### config.mk
export PLATFORM = sky130hd
export DESIGN_NAME = imm_datapath
export DESIGN_NICKNAME = d
export VERILOG_FILES = /design/src/hdl/imm_pkg.sv /design/src/hdl/imm_datapath.sv
export SDC_FILE = /design/constraint.sdc
export NUM_CORES = 2
export LEC_CHECK = 0
export BUFFER_PORTS_ARGS = -buffer_cell sky130_fd_sc_hd__buf_2
export CELL_PAD_IN_SITES_DETAIL_PLACEMENT = 0
export CELL_PAD_IN_SITES_GLOBAL_PLACEMENT = 1
export CORE_MARGIN = 3
export CORE_UTILIZATION = 45
export DETAILED_ROUTE_END_ITERATION = 10
export GPL_TIMING_DRIVEN = 0
export PLACE_DENSITY = 0.73
export SKIP_CTS_REPAIR_TIMING = 1
export SLEW_MARGIN = 20
export SYNTH_ARGS = -nofsm -noshare
export SYNTH_HDL_FRONTEND = slang
export SYNTH_SLANG_ARGS = --single-unit
export TNS_END_PERCENT = 5
### constraint.sdc
create_clock -name clk -period 12.3 [get_ports clk]
set_input_delay 2.46 -clock clk [delete_from_list [all_inputs] [get_ports clk]]
set_output_delay 2.46 -clock clk [all_outputs]
set_load 0.05 [all_outputs]
### src/hdl/imm_pkg.sv
package imm_pkg;

  localparam int MAX_DIM    = 8;
  localparam int DATA_WIDTH = 32;
  localparam int IDX_W      = $clog2(MAX_DIM) > 0 ? $clog2(MAX_DIM) : 1;
  localparam int DEPTH      = MAX_DIM * MAX_DIM;
  localparam int ADDR_W     = $clog2(DEPTH) > 0 ? $clog2(DEPTH) : 1;
  localparam int DIM_W      = 4;
  localparam int CFG_IDX_W  = 2;

  localparam logic [1:0] FUNC_LOAD_A = 2'd0;
  localparam logic [1:0] FUNC_LOAD_B = 2'd1;
  localparam logic [1:0] FUNC_START  = 2'd2;

  localparam logic [CFG_IDX_W-1:0] REG_ROWS_A = 2'd0;
  localparam logic [CFG_IDX_W-1:0] REG_COLS_A = 2'd1;
  localparam logic [CFG_IDX_W-1:0] REG_ROWS_B = 2'd2;
  localparam logic [CFG_IDX_W-1:0] REG_COLS_B = 2'd3;

  typedef enum logic [1:0] {
    ST_IDLE,
    ST_MAC,
    ST_DRAIN,
    ST_EMIT
  } state_t;

  typedef struct packed {
    logic             load_a;
    logic             load_b;
    logic             rd_en;
    logic             rd_first;
    logic [IDX_W-1:0] rd_i;
    logic [IDX_W-1:0] rd_k;
    logic [IDX_W-1:0] rd_j;
    logic             clr_acc;
  } dp_cmd_t;

endpackage

### src/hdl/imm_datapath.sv
module imm_datapath (
  input  logic                         clk,
  input  logic                         rst_n,
  input  imm_pkg::dp_cmd_t             cmd,
  input  logic [2:0]                   wr_row,
  input  logic [2:0]                   wr_col,
  input  logic [31:0]                  wr_value,
  output logic [31:0]                  product_value
);
  import imm_pkg::*;

  logic [DATA_WIDTH-1:0] mem_a [DEPTH];
  logic [DATA_WIDTH-1:0] mem_b [DEPTH];

  logic [ADDR_W-1:0]     wr_addr;
  logic                  wr_in_range;
  logic [ADDR_W-1:0]     rd_addr_a;
  logic [ADDR_W-1:0]     rd_addr_b;

  logic [DATA_WIDTH-1:0] a_q_r, b_q_r;
  logic                  v1_r, first1_r;
  logic [DATA_WIDTH-1:0] prod_r, prod_nxt;
  logic                  v2_r, first2_r;
  logic [DATA_WIDTH-1:0] acc_r, acc_nxt;

  assign wr_in_range = (4'(wr_row) < 4'(MAX_DIM)) && (4'(wr_col) < 4'(MAX_DIM));
  assign wr_addr     = ADDR_W'(ADDR_W'(wr_row) * ADDR_W'(MAX_DIM) + ADDR_W'(wr_col));
  assign rd_addr_a   = ADDR_W'(ADDR_W'(cmd.rd_i) * ADDR_W'(MAX_DIM) + ADDR_W'(cmd.rd_k));
  assign rd_addr_b   = ADDR_W'(ADDR_W'(cmd.rd_k) * ADDR_W'(MAX_DIM) + ADDR_W'(cmd.rd_j));

  always_ff @(posedge clk) begin
    if (cmd.load_a && wr_in_range) begin
      mem_a[wr_addr] <= wr_value[DATA_WIDTH-1:0];
    end
    if (cmd.load_b && wr_in_range) begin
      mem_b[wr_addr] <= wr_value[DATA_WIDTH-1:0];
    end
    if (cmd.rd_en) begin
      a_q_r <= mem_a[rd_addr_a];
      b_q_r <= mem_b[rd_addr_b];
    end
  end

  // three-stage MAC: read, multiply, accumulate
  assign prod_nxt = DATA_WIDTH'(a_q_r * b_q_r);
  assign acc_nxt  = first2_r ? prod_r : DATA_WIDTH'(acc_r + prod_r);

  always_ff @(posedge clk) begin
    if (!rst_n) begin
      v1_r <= 1'b0;
      v2_r <= 1'b0;
    end else begin
      v1_r <= cmd.rd_en;
      v2_r <= v1_r;
    end
  end

  always_ff @(posedge clk) begin
    first1_r <= cmd.rd_first;
    first2_r <= first1_r;
    if (v1_r) begin
      prod_r <= prod_nxt;
    end
    if (cmd.clr_acc) begin
      acc_r <= '0;
    end else if (v2_r) begin
      acc_r <= acc_nxt;
    end
  end

  assign product_value = 32'($signed(acc_r));

endmodule

==> flow_summary.json <==
{
  "status": "finished clean",
  "arrival_ns": 10.22,
  "critPathMaxFanout": 10,
  "yosys.area.top_type": "edfxtp_1",
  "clkLatencyLatePin_ns": 0.98,
  "track_usage": 0.244,
  "cts.clk_slew.worst_paths_ns": 0.07,
  "clk_root_buffer_cell": "clkbuf_16",
  "synth_edf_count": 4192,
  "slowest_stage": "clkbuf_1",
  "synthMostInstantiatedCell": "edfxtp_1",
  "wl_um": 487000,
  "fmax_ghz": 0.104,
  "drtAntennaViolNets": 0,
  "vias_per_cell": 6.08,
  "min_to": "first2_r",
  "ys_seq_elements": 4228,
  "die_y_um": 633,
  "finalHoldViolCount": 0,
  "min-delay-start": "first1_r",
  "rows": 229,
  "leakagePower_nw": 65.3,
  "ys_types": 65,
  "synthFlopType": "edfxtp_1",
  "dp_hpwl_um": 336000,
  "slew_headroom": 0.186,
  "critPathMostFrequentCell": "fa_1",
  "setup_viol": 0,
  "grt_max_degree": 101,
  "synth_nets": 8788,
  "synth_area_leaders": "edfxtp_1, mux4_2, fa_1",
  "path_cells": "clkbuf_1 > clkbuf_1 > nand2_1 > fa_1 > fa_1 > fa_1 > fa_1 > inv_1 > fa_1 > fa_1 > inv_1 > fa_1 > fa_1 > inv_1 > ha_1 > clkbuf_1 > nand3_1 > o2111ai_1 > a21oi_1 > o21ai_0 > a211oi_1 > o21ai_0 > o41ai_1 > xnor2_1",
  "nNetsFinal": 9469,
  "grt_pass1_vias": 88677,
  "tns_ns": 0,
  "r2r-start": "b_q_r[2]",
  "path_delay_family": "adder cells",
  "reg2regPathDepth": 24,
  "die_w_um": 633,
  "htreeDepth": 5,
  "critPathCaptureType": "flop",
  "r2r_slack_ns": 2.71,
  "area_delta_synth_final_pct": 14.6,
  "core_area_um2": 390000,
  "initial_utilization": 0.453,
  "async_reset_ff_frac": 0,
  "finalCritPeriodShare": 0.780,
  "dr.pass1.iters": 6,
  "hold_path.class": "reg -> reg",
  "place_congestion": 0.886,
  "syn_inst": 8171,
  "ir_drop_mv": 1.21,
  "finalClockSkew_ns": 0.0641,
  "slowest_delay_ns": 0.83,
  "post_drt_wl_per_cell_um": 33.8,
  "vias": 87746,
  "overflow": 0,
  "yosys_warnings": 0,
  "reg2reg_to": "prod_r[31]",
  "start_kind": "flop",
  "place_inst": 13638,
  "ys_seq_area_frac": 0.715,
  "cts_sinks": 4228,
  "ioPinCount": 86,
  "drt_iter0_markers": 12532,
  "port_buffers": 71,
  "synth_commonest_cells": "edfxtp_1, mux4_2, fa_1",
  "cts_max_path_buffers": 4,
  "cp.required_ns": 12.93,
  "remaining_drc_errors": 0,
  "drv_slew": 0,
  "synth.cell_area_um2": 177000,
  "hold_depth": 0,
  "fp.dieArea_um2": 401000,
  "synth_area_per_cell_um2": 21.7,
  "yosysTopAreaCellShare": 0.711,
  "rsz0062_at_grt": "false",
  "crit_buf_inv": 6,
  "instances_no_fill": 14422,
  "powerDensity_nw_per_um2": 257,
  "max-cap-violations": 0,
  "cts_tree": "built",
  "final.min_clock_period_ns": 9.59,
  "numCtsBuffers": 407,
  "grt_pass1_wl_um": 688000,
  "drive_gt1_frac": 0.269,
  "worstMarginPinSlew_ns": 1.22,
  "critPathKind": "reg -> reg",
  "antenna_found_initial": 65
}
==> cell type report <==
cell class / count / area, um2
clock buffer: 491 / 10500
tap: 5197 / 6500
multi-input combinational: 3135 / 48100
sequential: 4228 / 127000
buffer: 422 / 1800
clock inverter: 255 / 2310
inverter: 386 / 1450
antenna: 36 / 90.1
fill: 29727 / 187000
timing repair buffer: 272 / 5410
==> per-layer routing <==
metal | global-route usage | routed length, um | up-vias
met2 | 0.380 | 229000 | 5126
met1 | 0.340 | 184000 | 47215
met4 | 0.0802 | 17500 | 28
met3 | 0.0627 | 56500 | 789
li1 | - | - | 34588
met5 | 0 | 188 | -
==> cell usage in the layout, fill, tap and decap left out, types with 17 or more instances in the layout <==
cell and n:
a21o_1 23, a21oi_1 48, and2_1 311, buf_1 27, buf_12 83, buf_16 115
buf_2 152, buf_6 35, bufinv_16 31, clkbuf_1 322, clkbuf_16 409, clkbuf_2 37
clkinv_1 101, clkinv_2 70, clkinvlp_4 17, dfxtp_1 35, diode_2 36, edfxtp_1 4192
fa_1 409, ha_1 154, inv_1 385, mux4_2 1337, nand2_1 294, nand3_1 28
nor2_1 57, nor2_4 128, o211ai_1 19, o21ai_0 40, xnor2_1 77, xor2_1 27
==> how the worst max path moves through the flow <==
stage              from    endpoint  cells past startpoint
3_3_place_gp   b_q_r[2]  prod_r[31]                     24
2_1_floorplan  b_q_r[2]  prod_r[31]                     24
4_1_cts        b_q_r[2]  prod_r[31]                     24
6_report       b_q_r[2]  prod_r[31]                     24
5_1_grt        b_q_r[2]  prod_r[31]                     24
3_5_place_dp   b_q_r[2]  prod_r[31]                     24
==> logic make-up after synthesis <==
| logic type | count (synthesis) | synth area share |
|---|---|---|
| AND/OR/NAND/NOR | 888 | 0.0245 |
| XOR/XNOR | 104 | 0.00515 |
| adder cells (fa/ha/maj) | 563 | 0.0572 |
| AO/OA/AOI/OAI | 221 | 0.00828 |
| flip-flops | 4228 | 0.715 |
| buffers and inverters | 808 | 0.0181 |
| multiplexers | 1359 | 0.171 |
==> registers in the layout, summed over array words and instances, names as in the netlist, 32 cells and up <==
register       count
mem_a           2048
mem_b           2048
a_q_r             32
b_q_r             32
prod_r            32
product_value     32
==> through the flow <==
stage	power, mW	setup WS [ns]	utilization	area, um2	hold slack [ns]
after detailed placement	40.1	2.64	0.487	190000	0.321
after global placement	39.7	2.68	0.471	184000	0.322
after global routing	55.2	2.32	0.520	203000	0.363
after CTS	52.3	2.64	0.519	203000	0.367
after floorplan	33.7	5.45	-	177000	0.310
final	52.0	2.71	0.520	203000	0.348
==> power by group <==
group          total (mW)  switching [mW]  internal [mW]
clock network        12.2            5.40           6.78
registers            17.0           0.159           16.8
logic                22.9            13.6           9.24
total                52.0            19.2           32.8
Power figures use the tool's default switching activity.
