==> config.mk <==
export PLATFORM = sky130hd
export DESIGN_NAME = imm_ctrl
export DESIGN_NICKNAME = d
export VERILOG_FILES = /design/src/hdl/imm_pkg.sv /design/src/hdl/imm_ctrl.sv
export SDC_FILE = /design/constraint.sdc
export NUM_CORES = 1
export LEC_CHECK = 0
export BUFFER_PORTS_ARGS = -buffer_cell sky130_fd_sc_hd__buf_2
export CAP_MARGIN = 15
export CORE_MARGIN = 2
export CORE_UTILIZATION = 54
export DETAILED_ROUTE_END_ITERATION = 12
export GPL_ROUTABILITY_DRIVEN = 1
export PLACE_DENSITY = 0.9
export SYNTH_ARGS = -nofsm -noshare
export SYNTH_HDL_FRONTEND = slang
export SYNTH_SLANG_ARGS = --single-unit
export TNS_END_PERCENT = 5
==> constraint.sdc <==
create_clock -name clk -period 2.4 [get_ports clk]
set_input_delay 0.36 -clock clk [delete_from_list [all_inputs] [get_ports clk]]
set_output_delay 0.36 -clock clk [all_outputs]
set_load 0.05 [all_outputs]
==> src/hdl/imm_pkg.sv <==
package imm_pkg;

  localparam int MAX_DIM    = 8;
  localparam int DATA_WIDTH = 32;
  localparam int IDX_W      = $clog2(MAX_DIM) > 0 ? $clog2(MAX_DIM) : 1;
  localparam int DEPTH      = MAX_DIM * MAX_DIM;
  localparam int ADDR_W     = $clog2(DEPTH) > 0 ? $clog2(DEPTH) : 1;
  localparam int DIM_W      = 4;
  localparam int CFG_IDX_W  = 2;

  localparam logic [1:0] FUNC_LOAD_A = 2'd0;
  localparam logic [1:0] FUNC_LOAD_B = 2'd1;
  localparam logic [1:0] FUNC_START  = 2'd2;

  localparam logic [CFG_IDX_W-1:0] REG_ROWS_A = 2'd0;
  localparam logic [CFG_IDX_W-1:0] REG_COLS_A = 2'd1;
  localparam logic [CFG_IDX_W-1:0] REG_ROWS_B = 2'd2;
  localparam logic [CFG_IDX_W-1:0] REG_COLS_B = 2'd3;

  typedef enum logic [1:0] {
    ST_IDLE,
    ST_MAC,
    ST_DRAIN,
    ST_EMIT
  } state_t;

  typedef struct packed {
    logic             load_a;
    logic             load_b;
    logic             rd_en;
    logic             rd_first;
    logic [IDX_W-1:0] rd_i;
    logic [IDX_W-1:0] rd_k;
    logic [IDX_W-1:0] rd_j;
    logic             clr_acc;
  } dp_cmd_t;

endpackage

==> src/hdl/imm_ctrl.sv <==
module imm_ctrl (
  input  logic                  clk,
  input  logic                  rst_n,
  input  logic                  cfg_we,
  input  logic [1:0]            cfg_index,
  input  logic [3:0]            cfg_data,
  input  logic                  in_valid,
  output logic                  in_ready,
  input  logic [1:0]            in_func,
  output logic                  out_valid,
  input  logic                  out_ready,
  output logic [2:0]            out_row,
  output logic [2:0]            out_col,
  output logic                  out_last,
  output logic                  out_dim_error,
  output imm_pkg::dp_cmd_t      cmd
);
  import imm_pkg::*;

  state_t           state_r, state_nxt;
  logic [IDX_W-1:0] i_r, i_nxt, j_r, j_nxt, k_r, k_nxt;
  logic             drain_r, drain_nxt;
  logic             err_r, err_nxt;
  logic [DIM_W-1:0] rows_a_r, cols_a_r, rows_b_r, cols_b_r;
  logic [DIM_W-1:0] cfg_dim;
  logic             last_k, last_j, last_i;
  logic             in_acc, out_acc;

  always_comb begin
    if (cfg_data == '0) begin
      cfg_dim = DIM_W'(1);
    end else if (cfg_data > DIM_W'(MAX_DIM)) begin
      cfg_dim = DIM_W'(MAX_DIM);
    end else begin
      cfg_dim = cfg_data;
    end
  end

  always_ff @(posedge clk) begin
    if (!rst_n) begin
      rows_a_r <= DIM_W'(1);
      cols_a_r <= DIM_W'(1);
      rows_b_r <= DIM_W'(1);
      cols_b_r <= DIM_W'(1);
    end else if (cfg_we) begin
      case (cfg_index)
        REG_ROWS_A: rows_a_r <= cfg_dim;
        REG_COLS_A: cols_a_r <= cfg_dim;
        REG_ROWS_B: rows_b_r <= cfg_dim;
        REG_COLS_B: cols_b_r <= cfg_dim;
        default: ;
      endcase
    end
  end

  always_ff @(posedge clk) begin
    if (!rst_n) begin
      state_r <= ST_IDLE;
      i_r     <= '0;
      j_r     <= '0;
      k_r     <= '0;
      drain_r <= 1'b0;
      err_r   <= 1'b0;
    end else begin
      state_r <= state_nxt;
      i_r     <= i_nxt;
      j_r     <= j_nxt;
      k_r     <= k_nxt;
      drain_r <= drain_nxt;
      err_r   <= err_nxt;
    end
  end

  assign last_k  = DIM_W'(DIM_W'(k_r) + DIM_W'(1)) == cols_a_r;
  assign last_j  = DIM_W'(DIM_W'(j_r) + DIM_W'(1)) == cols_b_r;
  assign last_i  = DIM_W'(DIM_W'(i_r) + DIM_W'(1)) == rows_a_r;
  assign in_acc  = in_valid && in_ready;
  assign out_acc = out_valid && out_ready;

  assign out_row       = i_r;
  assign out_col       = j_r;
  assign out_last      = err_r || (last_i && last_j);
  assign out_dim_error = err_r;

  always_comb begin
    state_nxt    = state_r;
    i_nxt        = i_r;
    j_nxt        = j_r;
    k_nxt        = k_r;
    drain_nxt    = drain_r;
    err_nxt      = err_r;
    in_ready     = 1'b0;
    out_valid    = 1'b0;
    cmd          = '0;
    cmd.rd_i     = i_r;
    cmd.rd_j     = j_r;
    cmd.rd_k     = k_r;
    case (state_r)
      ST_IDLE: begin
        in_ready = 1'b1;
        if (in_acc) begin
          case (in_func)
            FUNC_LOAD_A: cmd.load_a = 1'b1;
            FUNC_LOAD_B: cmd.load_b = 1'b1;
            FUNC_START: begin
              i_nxt = '0;
              j_nxt = '0;
              k_nxt = '0;
              if (cols_a_r != rows_b_r) begin
                cmd.clr_acc = 1'b1;
                err_nxt     = 1'b1;
                state_nxt   = ST_EMIT;
              end else begin
                err_nxt   = 1'b0;
                state_nxt = ST_MAC;
              end
            end
            default: ;
          endcase
        end
      end
      ST_MAC: begin
        cmd.rd_en    = 1'b1;
        cmd.rd_first = (k_r == '0);
        if (last_k) begin
          drain_nxt = 1'b0;
          state_nxt = ST_DRAIN;
        end else begin
          k_nxt = k_r + IDX_W'(1);
        end
      end
      ST_DRAIN: begin
        // wait for the last term to pass multiply and accumulate
        drain_nxt = 1'b1;
        if (drain_r) begin
          state_nxt = ST_EMIT;
        end
      end
      ST_EMIT: begin
        out_valid = 1'b1;
        if (out_acc) begin
          k_nxt = '0;
          if (out_last) begin
            err_nxt   = 1'b0;
            state_nxt = ST_IDLE;
          end else if (last_j) begin
            j_nxt     = '0;
            i_nxt     = i_r + IDX_W'(1);
            state_nxt = ST_MAC;
          end else begin
            j_nxt     = j_r + IDX_W'(1);
            state_nxt = ST_MAC;
          end
        end
      end
      default: state_nxt = ST_IDLE;
    endcase
  end

endmodule
==> summary.md <==
| Metric | Value |
|---|---|
| Ant. Diodes | `0` |
| Clock slew at reported path FFs | `0.09 ns` |
| Largest net degree at the start of global routing | `22` |
| GRT busiest layer | `met2` |
| Final Skew | `0.00325 ns` |
| Mean Syn Cell Area | `8.86 um2` |
| CTS tree | `built` |
| Starting Density | `0.559` |
| First-pass GRT wire length | `5950 um` |
| RSZ-0062 raised after global routing | `false` |
| Port buffer count | `36` |
| Met3 usage | `0.0693` |
| Sinks on Clock Net | `29` |
| Bufs on Longest Clock Path | `2` |
| Mapped cell area | `1690 um2` |
| Cells after Synth | `191` |
| Slew Viols, Final | `0` |
| Total CTS buffers | `5` |
| Type of the worst setup path | `register to output pin` |
| Placer Congestion | `0.847` |
| Met1 usage | `0.307` |
| Distinct cells, synth | `45` |
| Die Area | `3600 um2` |
| Final cell count without fillers | `278` |
| Setup WS pre-CTS | `0.213 ns` |
| Primary FF master, synth | `dfxtp_1` |
| Nets | `254` |
| Outcome | `complete, no violations` |
| Core Region | `3030 um2` |
| Htree depth | `2` |
| # hold bufs at CTS | `0` |
| Number of flops mapped to enable cells by yosys | `0` |
| Seq/Total Area, Yosys | `0.343` |
| Setup crit start kind | `register` |
| Initial antenna violation count | `0` |
| Tmin final | `2.32 ns` |
| CP Capture Type | `output pin` |
| Worst hold-check path type | `input pin to register` |
| Clk_lat worst skew | `0.33 ns` |
| CP Max Fanout | `6` |
| Filler cells | `250` |
| Vias in the first global route | `1,310` |
| Rel. slew slack | `0.552` |
| Die width | `60.0 um` |
| Final hold vios | `0` |
| Fin Hold WS | `0.321 ns` |
| Vias per cell | `5.56` |
| Vert. Die Dim | `60.0 um` |
| Global route overflow | `0` |
| Remaining DRCs | `0` |
| Syn Nets | `212` |
| Placed insts | `269` |
| Post-DP HPWL | `2740 um` |
| Critical path arrival | `1.96 ns` |
| Final setup violation count | `0` |
| Most frequent cells in the layout | `buf_2, dfxtp_1, nor2_1` |
| Max-cap violation count | `0` |
| Gr usage total | `0.227` |
| I/O pins | `37` |
| Row count | `20` |
| Most common cell after layout, fill and taps aside | `buf_2` |
| Layout cell share with drive strength beyond 1 | `0.278` |
| First-pass detailed-route iteration total | `4` |
| F_max | `431 MHz` |
| YS warnings | `0` |
| Synth-to-layout area growth | `21.2%` |
| Root Driver | `clkbuf_4` |
| Period utilization | `0.966` |
| Routed vias | `1,545` |
| P per Cell Area | `761 nW/um2` |
| Maximum VDD drop | `625 uV` |
| Pleak | `0.995 nW` |
| Asr flop ratio synth | `0` |
| Final WL | `3830 um` |
| Total Power | `0.00156 W` |
| DRT antenna net count | `0` |
| Initial DRC count | `63` |
| Slew at the pin with the worst max-slew slack | `0.671 ns` |
| Critical path required time | `2.04 ns` |
| PnR worst setup slack | `0.0809 ns` |
| Post-DR wirelength/cell | `13.8 um` |
| Met2 usage | `0.328` |
| Synth Register Bits | `29` |
[power by group]
part,internal [W],total (W),switching [W],leakage (nW)
sequential,0.000514,0.000545,0.0000315,0.237
clock,0.000249,0.000429,0.000180,0.0455
combinational,0.000193,0.000587,0.000394,0.712
total,0.000955,0.00156,0.000605,0.995
[kinds of logic after synthesis]
kind of cell / Yosys count / share of synthesized area
AND/OR/NAND/NOR: 63 / 0.178
AO/OA/AOI/OAI: 43 / 0.195
flip-flops: 29 / 0.343
buffers and inverters: 20 / 0.0584
XOR/XNOR: 15 / 0.0865
multiplexers: 13 / 0.0798
adder cells (fa/ha/maj): 8 / 0.0591
[routing by layer]
| metal | share of wire | vias up |
|---|---|---|
| met5 | 0 | - |
| met4 | 0.021 | 0 |
| met3 | 0.070 | 7 |
| met2 | 0.45 | 66 |
| met1 | 0.46 | 703 |
| li1 | - | 769 |
[critical path: stages (launching register included)]
cell and delay [ns]:
dfxtp_2 0.38, ha_2 0.21, xor3_1 0.26, a2111oi_4 0.35, o211ai_4 0.16, nand2_1 0.11
buf_6 0.16
[stage by stage]
step | instance area, um2 | setup TNS, ns | util
4_1_cts | 2030 | 0 | 0.670
6_report | 2050 | 0 | 0.678
5_1_grt | 2050 | 0 | 0.678
3_5_place_dp | 1940 | 0 | 0.640
3_3_place_gp | 1940 | 0 | 0.640
2_1_floorplan | 1700 | -0.244 | -
[area by class of cell]
| cell class | count | area (um2) | area share |
|---|---|---|---|
| multi-input cells | 142 | 1040 | 0.505 |
| flip-flops and latches | 29 | 584 | 0.285 |
| well taps | 44 | 55.1 | 0.0268 |
| clock buffers | 7 | 55.1 | 0.0268 |
| inverters | 10 | 37.5 | 0.0183 |
| clock inverters | 1 | 30.0 | 0.0146 |
| repair buffers | 45 | 254 | 0.124 |
[cell usage after synthesis, types with 2 or more instances]
cell type	number	area, um2
dfxtp_1	29	581
nor2_1	22	82.6
nand2_1	16	60.1
mux2i_1	12	120
inv_1	10	37.5
xor2_1	10	87.6
a21oi_1	9	45.0
ha_1	8	100
buf_4	6	45.0
o21ai_0	6	30.0
nand4_1	5	31.3
nand3_1	4	20.0
nor3_1	4	20.0
o211ai_1	4	30.0
xnor2_1	4	35.0
a31oi_1	3	18.8
clkbuf_1	3	11.3
nand3b_1	3	22.5
o31ai_1	3	22.5
nor2b_1	2	12.5
o211a_1	2	20.0
o21bai_1	2	15.0
o41ai_1	2	17.5
[path summary, 6_finish.rpt]
kind	to	slack, ns	start	cells past startpoint
setup / recovery	out_last	0.08	out_row[1]$_SDFFE_PN0P_	6
hold / removal	rows_a_r[0]$_SDFFE_PN1P_	0.32	rst_n	2
setup reg to reg	out_col[0]$_SDFFE_PN0P_	0.29	out_row[1]$_SDFFE_PN0P_	8
hold reg to reg	cols_b_r[0]$_SDFFE_PN1P_	0.51	cols_b_r[0]$_SDFFE_PN1P_	2
[registers in the layout (all words and copies together) (netlist names)]
name,count
cols_a_r,4
cols_b_r,4
drain_r,1
k_r,3
out_col,3
out_dim_error,1
out_row,3
rows_a_r,4
rows_b_r,4
state_r,2
[what timing repair did]
item / 4_1_cts / 5_1_grt
pin swaps: 1 / 2
gates resized for setup: 3 / 5
setup endpoints to repair: 1 / 2
buffers inserted: 0 / 1
Power figures use the tool's default switching activity.
